--- src/rtl/rmq_sqrt.sv ---
// Pipelined integer square root, one result bit per stage.
module rmq_sqrt #(
    parameter int IN_W = 34,
    parameter int OUT_W = 17,
    parameter int TAG_W = 8
) (
    input  logic             clk,
    input  logic             rst_n,
    input  logic             in_valid,
    input  logic [IN_W-1:0]  radicand,
    input  logic [TAG_W-1:0] in_tag,
    output logic             out_valid,
    output logic [OUT_W-1:0] root,
    output logic [TAG_W-1:0] out_tag
);

    localparam int RW = 2 * OUT_W;

    logic [OUT_W:1]    vld_reg;
    logic [RW-1:0]     rem_reg  [1:OUT_W];
    logic [RW-1:0]     rad_reg  [1:OUT_W];
    logic [OUT_W-1:0]  res_reg  [1:OUT_W];
    logic [TAG_W-1:0]  tag_reg  [1:OUT_W];

    // restoring square root: stage k settles result bit OUT_W-1-k
    for (genvar k = 0; k < OUT_W; k++) begin : g_stage
        logic             vld_in;
        logic [RW-1:0]    rem_in;
        logic [RW-1:0]    rad_in;
        logic [OUT_W-1:0] res_in;
        logic [TAG_W-1:0] tag_in;
        logic [RW+1:0]    trial;
        logic [RW+1:0]    cur;
        logic [RW+1:0]    rem_next;
        logic [OUT_W-1:0] res_next;

        // first stage takes the ports, later ones the previous stage
        if (k == 0)
        begin : g_first
            assign vld_in = in_valid;
            assign rem_in = '0;
            assign rad_in = RW'(radicand);
            assign res_in = '0;
            assign tag_in = in_tag;
        end
        else
        begin : g_next
            assign vld_in = vld_reg[k];
            assign rem_in = rem_reg[k];
            assign rad_in = rad_reg[k];
            assign res_in = res_reg[k];
            assign tag_in = tag_reg[k];
        end

        always_comb
        begin
            cur   = {rem_in, rad_in[RW-1 -: 2]};
            trial = {(RW-OUT_W)'(0), res_in, 2'b01};
            if (cur >= trial)
            begin
                rem_next = cur - trial;
                res_next = {res_in[OUT_W-2:0], 1'b1};
            end
            else
            begin
                rem_next = cur;
                res_next = {res_in[OUT_W-2:0], 1'b0};
            end
        end
        always_ff @(posedge clk or negedge rst_n)
        begin
            if (!rst_n)
                vld_reg[k+1] <= 1'b0;
            else
                vld_reg[k+1] <= vld_in;
        end
        always_ff @(posedge clk)
        begin
            rem_reg[k+1] <= rem_next[RW-1:0];
            res_reg[k+1] <= res_next;
            rad_reg[k+1] <= {rad_in[RW-3:0], 2'b00};
            tag_reg[k+1] <= tag_in;
        end
    end

    assign out_valid = vld_reg[OUT_W];
    assign root      = res_reg[OUT_W];
    assign out_tag   = tag_reg[OUT_W];

endmodule

--- config.mk ---
export PLATFORM = sky130hd
export DESIGN_NAME = rmq_sqrt
export DESIGN_NICKNAME = d
export VERILOG_FILES = /design/src/rtl/rmq_sqrt.sv
export SDC_FILE = /design/constraint.sdc
export NUM_CORES = 1
export LEC_CHECK = 0
export ABC_AREA = 0
export BUFFER_PORTS_ARGS = -buffer_cell sky130_fd_sc_hd__buf_4
export CAP_MARGIN = 10
export CORE_ASPECT_RATIO = 0.7
export CORE_MARGIN = 5
export CORE_UTILIZATION = 54
export CTS_BUF_LIST = sky130_fd_sc_hd__clkbuf_4 sky130_fd_sc_hd__clkbuf_8
export DETAILED_ROUTE_END_ITERATION = 16
export HOLD_SLACK_MARGIN = 0.15
export PLACE_DENSITY = 0.73
export SYNTH_ARGS = -nofsm -noshare
export SYNTH_HDL_FRONTEND = slang
export SYNTH_SLANG_ARGS = --single-unit
--- constraint.sdc ---
create_clock -name clk -period 2.98 [get_ports clk]
set_input_delay 0.298 -clock clk [delete_from_list [all_inputs] [get_ports clk]]
set_output_delay 0.298 -clock clk [all_outputs]
set_load 0.03 [all_outputs]
Yosys cells after proc, flatten, opt, wreduce, memory -nomap -nowiden
Memory sizes are Yosys's and may differ from the RTL's.
Cells that the tools add are included.
{ "op_classes": {"n_mux": 34, "addsub": 17, "order_cmp": 17} }
{ "op_table": {"columns": ["operator", "count"], "rows": [
  ["$mux 34", 17],
  ["$ge 36x19->1", 16],
  ["$sub 34x19->34", 16],
  ["$mux 1", 17],
  ["$sub 2x1->3 const B", 1],
  ["$ge 2x1->1 const B", 1]
]} }
{ "totals": {"out_inout_bits": 26, "mem_bits_rw": 1547, "n_memories": 4, "elab_cells": 89, "reg_bits": 17, "input_bits": 45} }
{ "memory_table": {"columns": ["memory", "words", "word_bits", "read_ports", "rd_clocked_by_memory_dff", "write_ports", "line", "text"], "rows": [
  ["rem_reg", 17, 34, 16, 0, 17, "20", "logic [RW-1:0] rem_reg [1:OUT_W];"],
  ["rad_reg", 17, 32, 16, 0, 17, "21", "logic [RW-1:0] rad_reg [1:OUT_W];"],
  ["res_reg", 17, 17, 17, 0, 17, "22", "logic [OUT_W-1:0] res_reg [1:OUT_W];"],
  ["tag_reg", 17, 8, 17, 0, 17, "23", "logic [TAG_W-1:0] tag_reg [1:OUT_W];"]
]} }

Logic depth before layout (Yosys ltp)
An unclocked memory read counts as a cell.
{ "logic_depth": {"word_depth": 3, "ltp_mapped": 12, "ltp_nobuf": 10} }

Worst setup path after synthesis
Ideal clock, no wire load.
{ "synth_path": {"path_type": "register -> register", "startpoint": "register rem_reg[1][56] (netlist name)", "endpoint": "register rem_reg[1][91] (netlist name)", "synth_period_minus_slack_ns": 2.952, "t_required_ns": 2.858, "slack_ns": 0.028, "path_stages_with_launch": 10, "arrival_time_ns": 2.830, "setup_ns": 0.122, "path_buffers": 2, "path_cell_list": "dfxtp_1 > or4_4 > or4_4 > or3_4 > or4b_1 > buf_2 > nand4_4 > buf_8 > nor2_1 > xor2_1"} }

==> flow_summary.json <==
{
  "dp_cells": 4576,
  "fin_nets": 4137,
  "final_common_cell": "dfxtp_1",
  "crit_required_ns": 3.67,
  "min_from": "radicand[32]",
  "crit_start": "res_reg[5][0]$_DFF_P_",
  "hold_path.class": "input pin to flop",
  "syn_avg_cell_area_sq_um": 10.6,
  "grt_pass1_wl_um": 127000,
  "first_pass_iters": 5,
  "layout-drive-gt1-share_pct": 14.2,
  "yosys_most_used_dff": "dfxtp_1",
  "ys_seq_area_share_pct": 57.6,
  "via_per_inst": 5.20,
  "clock_latency_ns": 0.82,
  "cts_buffers": 154,
  "r2r-start": "res_reg[5][0]$_DFF_P_",
  "p_leak_nw": 19.7,
  "slew_headroom_pct": 40.3,
  "seqCellArea_sq_um": 21500,
  "cts_tree": "built",
  "gp_congestion": 0.951,
  "synth_compound_area_share_pct": 8.41,
  "start_kind": "flop",
  "via_count": 25662,
  "finalCritPeriodShare_pct": 97.8,
  "track_usage_pct": 20.8,
  "ctsHtreeMaxLevel": 4,
  "cts-root-buf": "clkbuf_8",
  "layout_setup_ws_ns": 0.0670,
  "cp.arrival_ns": 3.61,
  "synth_area_sq_um": 37400,
  "mostFrequentLayoutCells": "dfxtp_1, xnor2_1, buf_4",
  "synth_cells": 3510,
  "ant_nets": 0,
  "grt_start_max_net_pins": 33,
  "wl_per_cell_um": 15.9,
  "route.final.wire_length_um": 78500,
  "start_util_pct": 54.6,
  "areaGrowthSynthToFinish_pct": 19.3,
  "die_w_um": 324,
  "synthAdderAreaFrac_pct": 5.76,
  "pre_cts_ws_ns": -0.00401,
  "clockBufferDepth": 3,
  "synthSimpleGateAreaFrac_pct": 15.1,
  "top_level_ports": 71,
  "setup_viol": 0,
  "p_per_area_nw_per_um2": 824,
  "final_cells": 4939,
  "synth_xor_area_share_pct": 9.56,
  "max_freq_mhz": 343,
  "portBuffers": 70,
  "grt_pass1_vias": 24492,
  "antenna_found_initial": 0,
  "finalHoldViolations": 0,
  "die_h_um": 230,
  "critPathMaxStageDelay_ns": 0.61,
  "rsz0062_at_grt": "true",
  "synth_fp_nets": 3727,
  "path_clk_slew_ns": 0.07,
  "synth_top_family_by_area": "simple AND/OR/NAND/NOR gates",
  "vdd_drop_max_v": 0.000640,
  "crit_path_end_kind": "flop",
  "yosysUniqueCellTypes": 84,
  "synth_edf_count": 0,
  "largest_reg_flops": 493,
  "cp_max_fo": 6,
  "status": "complete, no violations",
  "diodes": 0,
  "slew_viol_final": 0,
  "finalCriticalPeriod_ns": 2.91,
  "drv_cap": 0,
  "multi_input_area_sq_um": 15000,
  "path_class": "flop to flop",
  "synth_warnings": 0,
  "grt.overflow.total": 0,
  "ys_seq_elements": 1071,
  "cts_sinks": 1071,
  "crit_chain": "inv_1 > ha_1 > nor2b_1 > nor2_1 > o221ai_1 > o21ai_1 > and3_1 > or4_1 > xnor2_1",
  "tightest_slew_ns": 0.889,
  "fillers": 5278,
  "rows": 80,
  "place_hpwl_um": 56800,
  "synthMuxAreaShare_pct": 0.707,
  "dieArea_sq_um": 74600,
  "core-area_sq_um": 68400,
  "drc": 0,
  "drt_iter0_drc": 2072,
  "cpMaxStageDelayCell": "or4_1",
  "fin_skew_ns": 0.0415,
  "power_mw": 36.7,
  "ys_async_sr_fraction_pct": 1.59
}
==> area by class of cell <==
class	count	area share (%)
Clock buffer	247	6.91
Clock inverter	26	0.845
Inverter	213	1.79
Multi-Input combinational cell	2168	33.8
Sequential cell	1071	48.3
Tap cell	902	2.53
Timing Repair Buffer	312	5.88
==> cells by family after synthesis <==
family	after synthesis
AO/OA/AOI/OAI	503
multiplexers	24
adder cells (fa/ha/maj)	172
buffers and inverters	272
other	1
AND/OR/NAND/NOR	1059
XOR/XNOR	408
flip-flops	1071
==> per-stage QoR <==
stage / TNS [ns] / area [sq um] / hold WS, ns / utilization, %
floorplan: 0 / 37400 / 0.00241 / -
detailed placement: -0.00784 / 40000 / 0.174 / 58.5
finish: 0 / 44600 / 0.240 / 65.2
global route: -0.166 / 44600 / 0.207 / 65.2
CTS: 0 / 44300 / 0.153 / 64.9
global placement: 0 / 40000 / 0.164 / 58.5
==> synthesized netlist by cell type, drive strengths merged (7+ instances only) <==
cell type	number	area (sq um)
dfxtp	1054	21100
xnor2	228	2000
nor2	223	837
inv	213	800
xor2	180	1580
nand2	179	672
ha	172	2150
a21oi	163	816
o21ai	129	646
nor3	120	631
nor4	92	588
nand3	87	440
or3	73	462
or4	56	428
nand4	49	322
a21o	46	345
clkbuf	46	173
nand2b	46	288
o21a	23	173
or2	23	144
a211oi	22	165
nor2b	21	131
mux2	19	214
dfrtp	17	425
nand4b	16	140
nand3b	15	113
and3	14	87.6
o31ai	14	105
and2	13	81.3
buf	13	70.1
o21bai	12	90.1
o211ai	11	82.6
a31oi	8	50.1
a311oi	7	61.3
nor4b	7	67.6
o31a	7	61.3
or4b	7	70.1
==> repair_timing <==
action                                 4_1_cts  5_1_grt
gates resized for setup                      4       42
pin swaps                                    0       10
buffers inserted                             0        1
cloned                                       0        1
setup endpoints to repair                    2      111
hold buffers                                88        0
endpoints found under the hold margin       61        0
==> routing by layer <==
metal / wire length [um] / global-route usage (%) / up-vias
met5: 0 / 0 / -
met4: 1080 / 5.98 / 0
met3: 6950 / 6.67 / 84
met2: 29000 / 26.4 / 732
met1: 41400 / 32.9 / 11874
li1: - / - / 12972
==> power breakdown <==
group          switching (mW)  total, mW  internal, mW  leakage [nW]
Combinational            2.77       5.43          2.66          8.82
Sequential               2.02       18.8          16.7          9.04
Clock                    5.47       12.5          7.08          1.83
==> final timing paths <==
kind	endpoint	slack, ns	cells after the start
max	rem_reg[2][131]$_DFF_P_	0.07	9
min	res_reg[0][17]$_DFF_P_	0.24	3
max reg2reg	rem_reg[2][131]$_DFF_P_	0.07	9
min reg2reg	rad_reg[0][382]$_DFF_P_	0.31	0
max in group asynchronous	g_stage[11].vld_in$_DFF_PN0_	1.88	3
min in group asynchronous	g_stage[3].vld_in$_DFF_PN0_	0.64	3
==> critical path, delay by kind of cell, from the launching register on <==
kind	cells	cell delay [ns]
AOI/OAI and AO/OA	2	0.68
xor gates and xnor gates	1	0.16
adders and majority gates	1	0.36
buffers and inverters	1	0.04
DFF	1	0.33
and+or+nand+nor	4	1.21
Power figures use the tool's default switching activity.
