<file path="src/rtl/rmq_div.sv">
// Pipelined restoring divider with round half away from zero and saturation.
module rmq_div #(
    parameter int N_W = 32,
    parameter int D_W = 18,
    parameter int FB  = 14
) (
    input  logic                  clk,
    input  logic signed [N_W-1:0] num,
    input  logic [D_W-1:0]        den,
    output logic signed [15:0]    quo
);

    // magnitude shifted by FB plus half divisor; quotient bits Q_W
    localparam int M_W = N_W + FB + 1;
    localparam int Q_W = M_W;

    logic [M_W-1:0]  mag_reg [Q_W+1];
    logic [D_W-1:0]  den_reg [Q_W+1];
    logic [D_W:0]    rem_reg [Q_W+1];
    logic            neg_reg [Q_W+1];
    logic            zero_reg[Q_W+1];

    logic [N_W-1:0]  abs_n;
    logic [M_W-1:0]  dividend;
    always_comb
    begin
        abs_n    = num[N_W-1] ? (~num + 1'b1) : num;
        dividend = (M_W'(abs_n) << FB) + M_W'(den >> 1);
    end

    always_ff @(posedge clk)
    begin
        mag_reg[0]  <= dividend;
        den_reg[0]  <= den;
        rem_reg[0]  <= '0;
        neg_reg[0]  <= num[N_W-1];
        zero_reg[0] <= (den == '0);
    end

    // one quotient bit per stage; quotient bits shift into mag_reg
    for (genvar k = 0; k < Q_W; k++) begin : g_stage
        logic [D_W+1:0] cur;
        logic [D_W:0]   rem_next;
        logic           qb;
        always_comb
        begin
            cur = {rem_reg[k], mag_reg[k][M_W-1]};
            qb  = (cur >= (D_W+2)'(den_reg[k]));
            rem_next = qb ? (D_W+1)'(cur - (D_W+2)'(den_reg[k])) : cur[D_W:0];
        end
        always_ff @(posedge clk)
        begin
            rem_reg[k+1]  <= rem_next;
            mag_reg[k+1]  <= {mag_reg[k][M_W-2:0], qb};
            den_reg[k+1]  <= den_reg[k];
            neg_reg[k+1]  <= neg_reg[k];
            zero_reg[k+1] <= zero_reg[k];
        end
    end

    // sign and 16-bit saturation; a zero divisor gives a zero quotient
    logic [M_W-1:0] q;
    always_comb
    begin
        q = mag_reg[Q_W];
        if (zero_reg[Q_W])
            quo = '0;
        else if (neg_reg[Q_W])
            quo = (q > M_W'(32768)) ? 16'sh8000 : 16'(~q + 1'b1);
        else
            quo = (q > M_W'(32767)) ? 16'sh7fff : 16'(q);
    end

endmodule

</file>
<file path="config.mk">
export PLATFORM = sky130hd
export DESIGN_NAME = rmq_div
export DESIGN_NICKNAME = d
export VERILOG_FILES = /design/src/rtl/rmq_div.sv
export SDC_FILE = /design/constraint.sdc
export NUM_CORES = 2
export LEC_CHECK = 0
export ABC_AREA = 0
export BUFFER_PORTS_ARGS = -buffer_cell sky130_fd_sc_hd__buf_2
export CAP_MARGIN = 10
export CORE_ASPECT_RATIO = 0.75
export CORE_MARGIN = 2
export CORE_UTILIZATION = 50
export CTS_BUF_LIST = sky130_fd_sc_hd__clkbuf_4 sky130_fd_sc_hd__clkbuf_8 sky130_fd_sc_hd__clkbuf_16
export DETAILED_ROUTE_END_ITERATION = 7
export GPL_TIMING_DRIVEN = 0
export HOLD_SLACK_MARGIN = 0.06
export PLACE_DENSITY = 0.65
export SETUP_SLACK_MARGIN = 0.1
export SYNTH_ARGS = -nofsm -noshare
export SYNTH_HDL_FRONTEND = slang
export SYNTH_MEMORY_MAX_BITS = 65536
export SYNTH_SLANG_ARGS = --single-unit
</file>
<file path="constraint.sdc">
create_clock -name clk -period 6.77 [get_ports clk]
set_clock_uncertainty 0.05 [all_clocks]
set_input_delay 0.677 -clock clk [delete_from_list [all_inputs] [get_ports clk]]
set_output_delay 0.677 -clock clk [all_outputs]
set_load 0.03 [all_outputs]
</file>
## After elaboration in Yosys (flattened, before gate mapping)

Memories as Yosys holds them, arrays and structs flattened.
Index checks and enable logic that the tools add are counted.

| cells by class | value |
|---|---|
| divide/modulo/power cells | 0 |
| reductions and logical operators | 1 |
| add/sub/neg operators | 50 |
| multiplexer cells | 52 |
| shift-type cells | 0 |
| bitwise gates (word level) | 2 |
| magnitude comparators | 49 |
| equal/unequal tests | 0 |
| multiply operators | 0 |

Operators by type and width:

| kind | count |
|---|---|
| >= comparator 20 x 18 -> 1 bit | 47 |
| two-way mux 19 bit | 47 |
| subtractor 19 x 18 -> 19 bit | 47 |
| two-way mux 16 bit | 4 |
| adder 46 x 17 -> 47 bit | 1 |
| greater-than comparator 47 x 15 -> 1 bit (second input constant) | 1 |
| greater-than comparator 47 x 16 -> 1 bit (second input constant) | 1 |
| adder 32 x 1 -> 32 bit (second input constant) | 1 |
| two-way mux 32 bit | 1 |
| inverter 32 bit | 1 |
| zero test 18 bit | 1 |
| adder 16 x 1 -> 16 bit (second input constant) | 1 |
| inverter 16 bit | 1 |

| storage, ports and cells | value |
|---|---|
| word-level logic and storage cells | 159 |
| memory bits (writable) | 4128 |
| memories kept | 5 |
| input bits | 51 |
| ROM bits | 0 |
| register bits | 0 |
| output and inout bits | 16 |
| latch bits | 0 |

Memories:

| name | words | bits a word | read ports | clocked after memory_dff | wr ports | RTL line | RTL |
|---|---|---|---|---|---|---|---|
| mag_reg | 48 | 47 | 48 | 0 | 48 | 17 | `logic [M_W-1:0] mag_reg [Q_W+1];` |
| rem_reg | 48 | 19 | 47 | 0 | 48 | 19 | `logic [D_W:0] rem_reg [Q_W+1];` |
| den_reg | 48 | 18 | 47 | 0 | 48 | 18 | `logic [D_W-1:0] den_reg [Q_W+1];` |
| neg_reg | 48 | 1 | 48 | 0 | 48 | 20 | `logic neg_reg [Q_W+1];` |
| zero_reg | 48 | 1 | 48 | 0 | 48 | 21 | `logic zero_reg[Q_W+1];` |

## Depth between registers and ports, before layout

| depth | value |
|---|---|
| depth after elaboration | 5 |
| depth in mapped cells | 14 |
| mapped depth without buffers | 12 |

## Least setup slack after synthesis

No wires, ideal clock.

| path | value |
|---|---|
| path kind | input -> register |
| start | input num[31] |
| end | memory mag_reg[0][39] in the netlist's numbering |
| slack | 2.965 ns |
| cell stages on the path | 13 |
| library setup time | 0.125 ns |
| arrival time | 3.630 ns |
| cells stage by stage | clkbuf_1 > buf_1 > buf_1 > o21ai_0 > ha_1 > a21o_1 > a21oi_1 > a211o_1 > nor4_4 > or3b_1 > buf_6 > nor3_4 > xnor2_1 |

RTL lines:

| item | RTL line | RTL |
|---|---|---|
| start: declaration | 8 | `input logic signed [N_W-1:0] num,` |
| end: declaration | 17 |  |

==> metrics.txt <==
# TYPE chip_impl_metric gauge
chip_impl_metric{name="grt_max_degree",unit=""} 18
chip_impl_metric{name="design.die.area",unit="um^2"} 252000
chip_impl_metric{name="final_net_count",unit=""} 12777
chip_impl_metric{name="whs",unit="ns"} 0.164
chip_impl_metric{name="synth-seq-cells",unit=""} 3505
chip_impl_metric{name="synth_enable_flop_cells",unit=""} 0
chip_impl_metric{name="syn_area",unit="um^2"} 124000
chip_impl_metric{name="power-per-cell-area",unit="nW/um^2"} 506
chip_impl_metric{name="syn_to_final_growth",unit="%"} 13.3
chip_impl_info{name="timing.setup.critical_path_class",value="in -> reg"} 1
chip_impl_metric{name="critPathMaxFanout",unit=""} 10
chip_impl_info{name="worstSetupEndpointType",value="register"} 1
chip_impl_metric{name="detail_route.wl_per_cell",unit="um"} 17.2
chip_impl_metric{name="max_cap_viol_count",unit=""} 0
chip_impl_metric{name="ys_seq_area_share",unit="%"} 56.7
chip_impl_metric{name="postSynth.asyncResetShare",unit="%"} 0
chip_impl_metric{name="fp-row-count",unit=""} 158
chip_impl_metric{name="finalMaxSlewViolations",unit=""} 0
chip_impl_info{name="tritoncts",value="yes"} 1
chip_impl_metric{name="timing_worst_slew_pin_value",unit="ns"} 1.28
chip_impl_metric{name="synth.distinct_cells",unit=""} 91
chip_impl_metric{name="routability_congestion",unit=""} 0.905
chip_impl_metric{name="first_pass_grt_wire_length",unit="um"} 420000
chip_impl_info{name="most-common-layout-cells",value="sky130_fd_sc_hd__dfxtp_1 (3505), sky130_fd_sc_hd__inv_1 (1072), sky130_fd_sc_hd__ha_1 (836), sky130_fd_sc_hd__a21oi_1 (730), sky130_fd_sc_hd__nor2_1 (675)"} 1
chip_impl_metric{name="floorplan.core_area",unit="um^2"} 247000
chip_impl_metric{name="drive_above_1_share",unit="%"} 10.4
chip_impl_metric{name="chipHeight",unit="um"} 435
chip_impl_metric{name="timing.final.crit_share",unit="%"} 74.1
chip_impl_metric{name="drt_iter0_drc",unit=""} 5400
chip_impl_info{name="run_status",value="finished clean"} 1
chip_impl_metric{name="detail_route.wirelength",unit="um"} 265000
chip_impl_info{name="postSynth.topFlopCell",value="sky130_fd_sc_hd__dfxtp_1"} 1
chip_impl_metric{name="finalSetupTns",unit="ns"} 0
chip_impl_metric{name="grt.total_usage",unit="%"} 20.7
chip_impl_metric{name="worst_ep_arrival_time",unit="ns"} 5.68
chip_impl_metric{name="grt_pass1_vias",unit=""} 78116
chip_impl_metric{name="largest_reg_flops",unit=""} 1689
chip_impl_info{name="cts-root-buf",value="sky130_fd_sc_hd__clkbuf_16"} 1
chip_impl_metric{name="numCtsBuffers",unit=""} 328
chip_impl_metric{name="grt_antenna_before_repair",unit=""} 12
chip_impl_metric{name="insertion_delay_of_the_later_clocked_pin_in_the_worst_skew_pair",unit="ns"} 0.85
chip_impl_metric{name="placedInstanceArea",unit="um^2"} 128000
chip_impl_metric{name="drt.antenna.violating_nets",unit=""} 0
chip_impl_metric{name="vdd.ir_drop.worst",unit="mV"} 0.293
chip_impl_metric{name="cellLeakagePower",unit="nW"} 62.7
chip_impl_metric{name="design_area",unit="um^2"} 140000
chip_impl_metric{name="start_util",unit="%"} 50.2
chip_impl_metric{name="slew-limit-headroom",unit="%"} 14.1
chip_impl_metric{name="fillers",unit=""} 20922
chip_impl_metric{name="layout.core_utilization",unit="%"} 56.9
chip_impl_metric{name="clk_pin_slew",unit="ns"} 0.06
chip_impl_metric{name="clock_tree.buffer_depth",unit=""} 4
chip_impl_metric{name="fin_crit",unit="ns"} 5.01
chip_impl_metric{name="detail_route.first_pass.iterations",unit=""} 6
chip_impl_metric{name="cts-htree-levels",unit=""} 5
chip_impl_metric{name="critPathRequiredTime",unit="ns"} 7.44
chip_impl_metric{name="grt.overflow.total",unit=""} 0
chip_impl_metric{name="avgSynthCellArea",unit="um^2"} 10.8
chip_impl_metric{name="finalSetupViolCount",unit=""} 0
chip_impl_metric{name="hold_violation_total_from_the_final_report",unit=""} 0
chip_impl_info{name="min-delay-path-class",value="in -> reg"} 1
chip_impl_metric{name="synth-warning-count",unit=""} 0
chip_impl_metric{name="tritoncts_num_sinks",unit=""} 3505
chip_impl_metric{name="fmax",unit="MHz"} 199
chip_impl_metric{name="design.portCount",unit=""} 67
chip_impl_info{name="grt_setup_unrepaired",value="no"} 1
chip_impl_metric{name="via_count_normalized_by_instance_count",unit=""} 5.19
chip_impl_info{name="leading_cell_type_in_the_layout_fill_and_taps_excluded",value="sky130_fd_sc_hd__dfxtp_1"} 1
chip_impl_metric{name="drc",unit=""} 0
chip_impl_metric{name="synth_nets",unit=""} 12363
chip_impl_metric{name="detailroute.via_count",unit=""} 79813
chip_impl_metric{name="synthCells",unit=""} 11430
chip_impl_metric{name="chipWidth",unit="um"} 579
chip_impl_metric{name="post-dp-hpwl",unit="um"} 201000
chip_impl_info{name="critPathLaunchType",value="primary input"} 1
chip_impl_metric{name="number_of_port_buffers",unit=""} 58
-- critical path, cell delays in order --
cell and delay [ns]:
sky130_fd_sc_hd__dlygate4sd3_1 0.51, sky130_fd_sc_hd__buf_2 0.26, sky130_fd_sc_hd__clkbuf_1 0.45, sky130_fd_sc_hd__buf_1 0.49, sky130_fd_sc_hd__buf_1 0.53, sky130_fd_sc_hd__o21ai_0 0.29, sky130_fd_sc_hd__ha_1 0.35, sky130_fd_sc_hd__a21o_1 0.11
sky130_fd_sc_hd__a21oi_1 0.17, sky130_fd_sc_hd__a211o_1 0.45, sky130_fd_sc_hd__nor4_4 0.46, sky130_fd_sc_hd__or3b_1 0.40, sky130_fd_sc_hd__buf_6 0.15, sky130_fd_sc_hd__o32ai_1 0.36
-- cells in the mapped netlist (all sizes together), types with 168 or more instances --
library cell,count,area (um^2)
dfxtp,3505,70200
nor2,675,2530
nor3,207,1050
inv,1077,4040
xor2,242,2120
ha,836,10500
nand3,168,841
mux2,452,5090
xnor2,413,3620
nand2,499,1870
o21ai,468,2340
a21o,216,1620
a21oi,730,3650
-- per-stage QoR --
| stage | setup WS, ns | cells | power [W] |
|---|---|---|---|
| 2_1_floorplan | 2.96 | 11430 | 0.0451 |
| 3_3_place_gp | 1.30 | 14768 | 0.0510 |
| 3_5_place_dp | 1.34 | 14771 | 0.0514 |
| 4_1_cts | 1.75 | 15382 | 0.0714 |
| 5_1_grt | 1.57 | 15383 | 0.0755 |
| 6_report | 1.76 | 15387 | 0.0710 |
-- path summary, 6_finish.rpt --
check,startpoint,to,slack (ns),depth (start not counted)
hold reg to reg,mag_reg[0][214],mag_reg[0][262],0.24,0
hold / removal,num[30],mag_reg[0][45],0.16,3
setup reg to reg,den_reg[0][146],rem_reg[0][184],1.97,11
setup / recovery,num[31],mag_reg[0][45],1.76,14
-- cell type report --
cell class              count  area, um^2  area share (%)
diodes                      5        12.5         0.00892
plain buffers             156         629           0.449
clock buffers             439        9540            6.80
clock inverters           149        2260            1.61
inverters                1079        4050            2.89
multi-input cells        6690       49000            34.9
flip-flops and latches   3505       70200            50.0
well taps                3280        4100            2.93
repair buffers             84         547           0.390
-- metal layers --
metal / share of wire (%) / vias to the layer above / wire, um / global-route usage [%]
met3: 5.8 / 400 / 15300 / 3.33
met4: 2.1 / 2 / 5540 / 5.30
met1: 52 / 37482 / 137000 / 31.7
li1: - / 40062 / - / -
met2: 40 / 1867 / 107000 / 29.9
met5: 0.0049 / - / 13 / 0
-- where the power goes --
group | switching, W | internal [W] | total [W]
Sequential | 0.00227 | 0.0254 | 0.0277
Clock | 0.00775 | 0.0119 | 0.0196
Combinational | 0.0131 | 0.0106 | 0.0237
Total | 0.0231 | 0.0479 | 0.0710
-- repair_timing --
item	in CTS	in global routing
hold buffers	23	0
buffers inserted	0	0
endpoints found under the hold margin	25	0
gates resized for setup	0	0
-- kinds of logic (layout without fill, tap and decap cells) --
group,after synthesis,after routing,share of synthesized area (%)
muxes,511,511,4.59
xor gates and xnor gates,655,655,4.63
AOI/OAI and AO/OA,2300,2300,11.9
and+or+nand+nor,2341,2341,9.26
DFF,3505,3505,56.7
buffers and inverters,1235,1907,3.78
other,1,6,0.00303
adders and majority gates,882,882,9.19
Note: power is estimated with default switching activity, not from simulation.
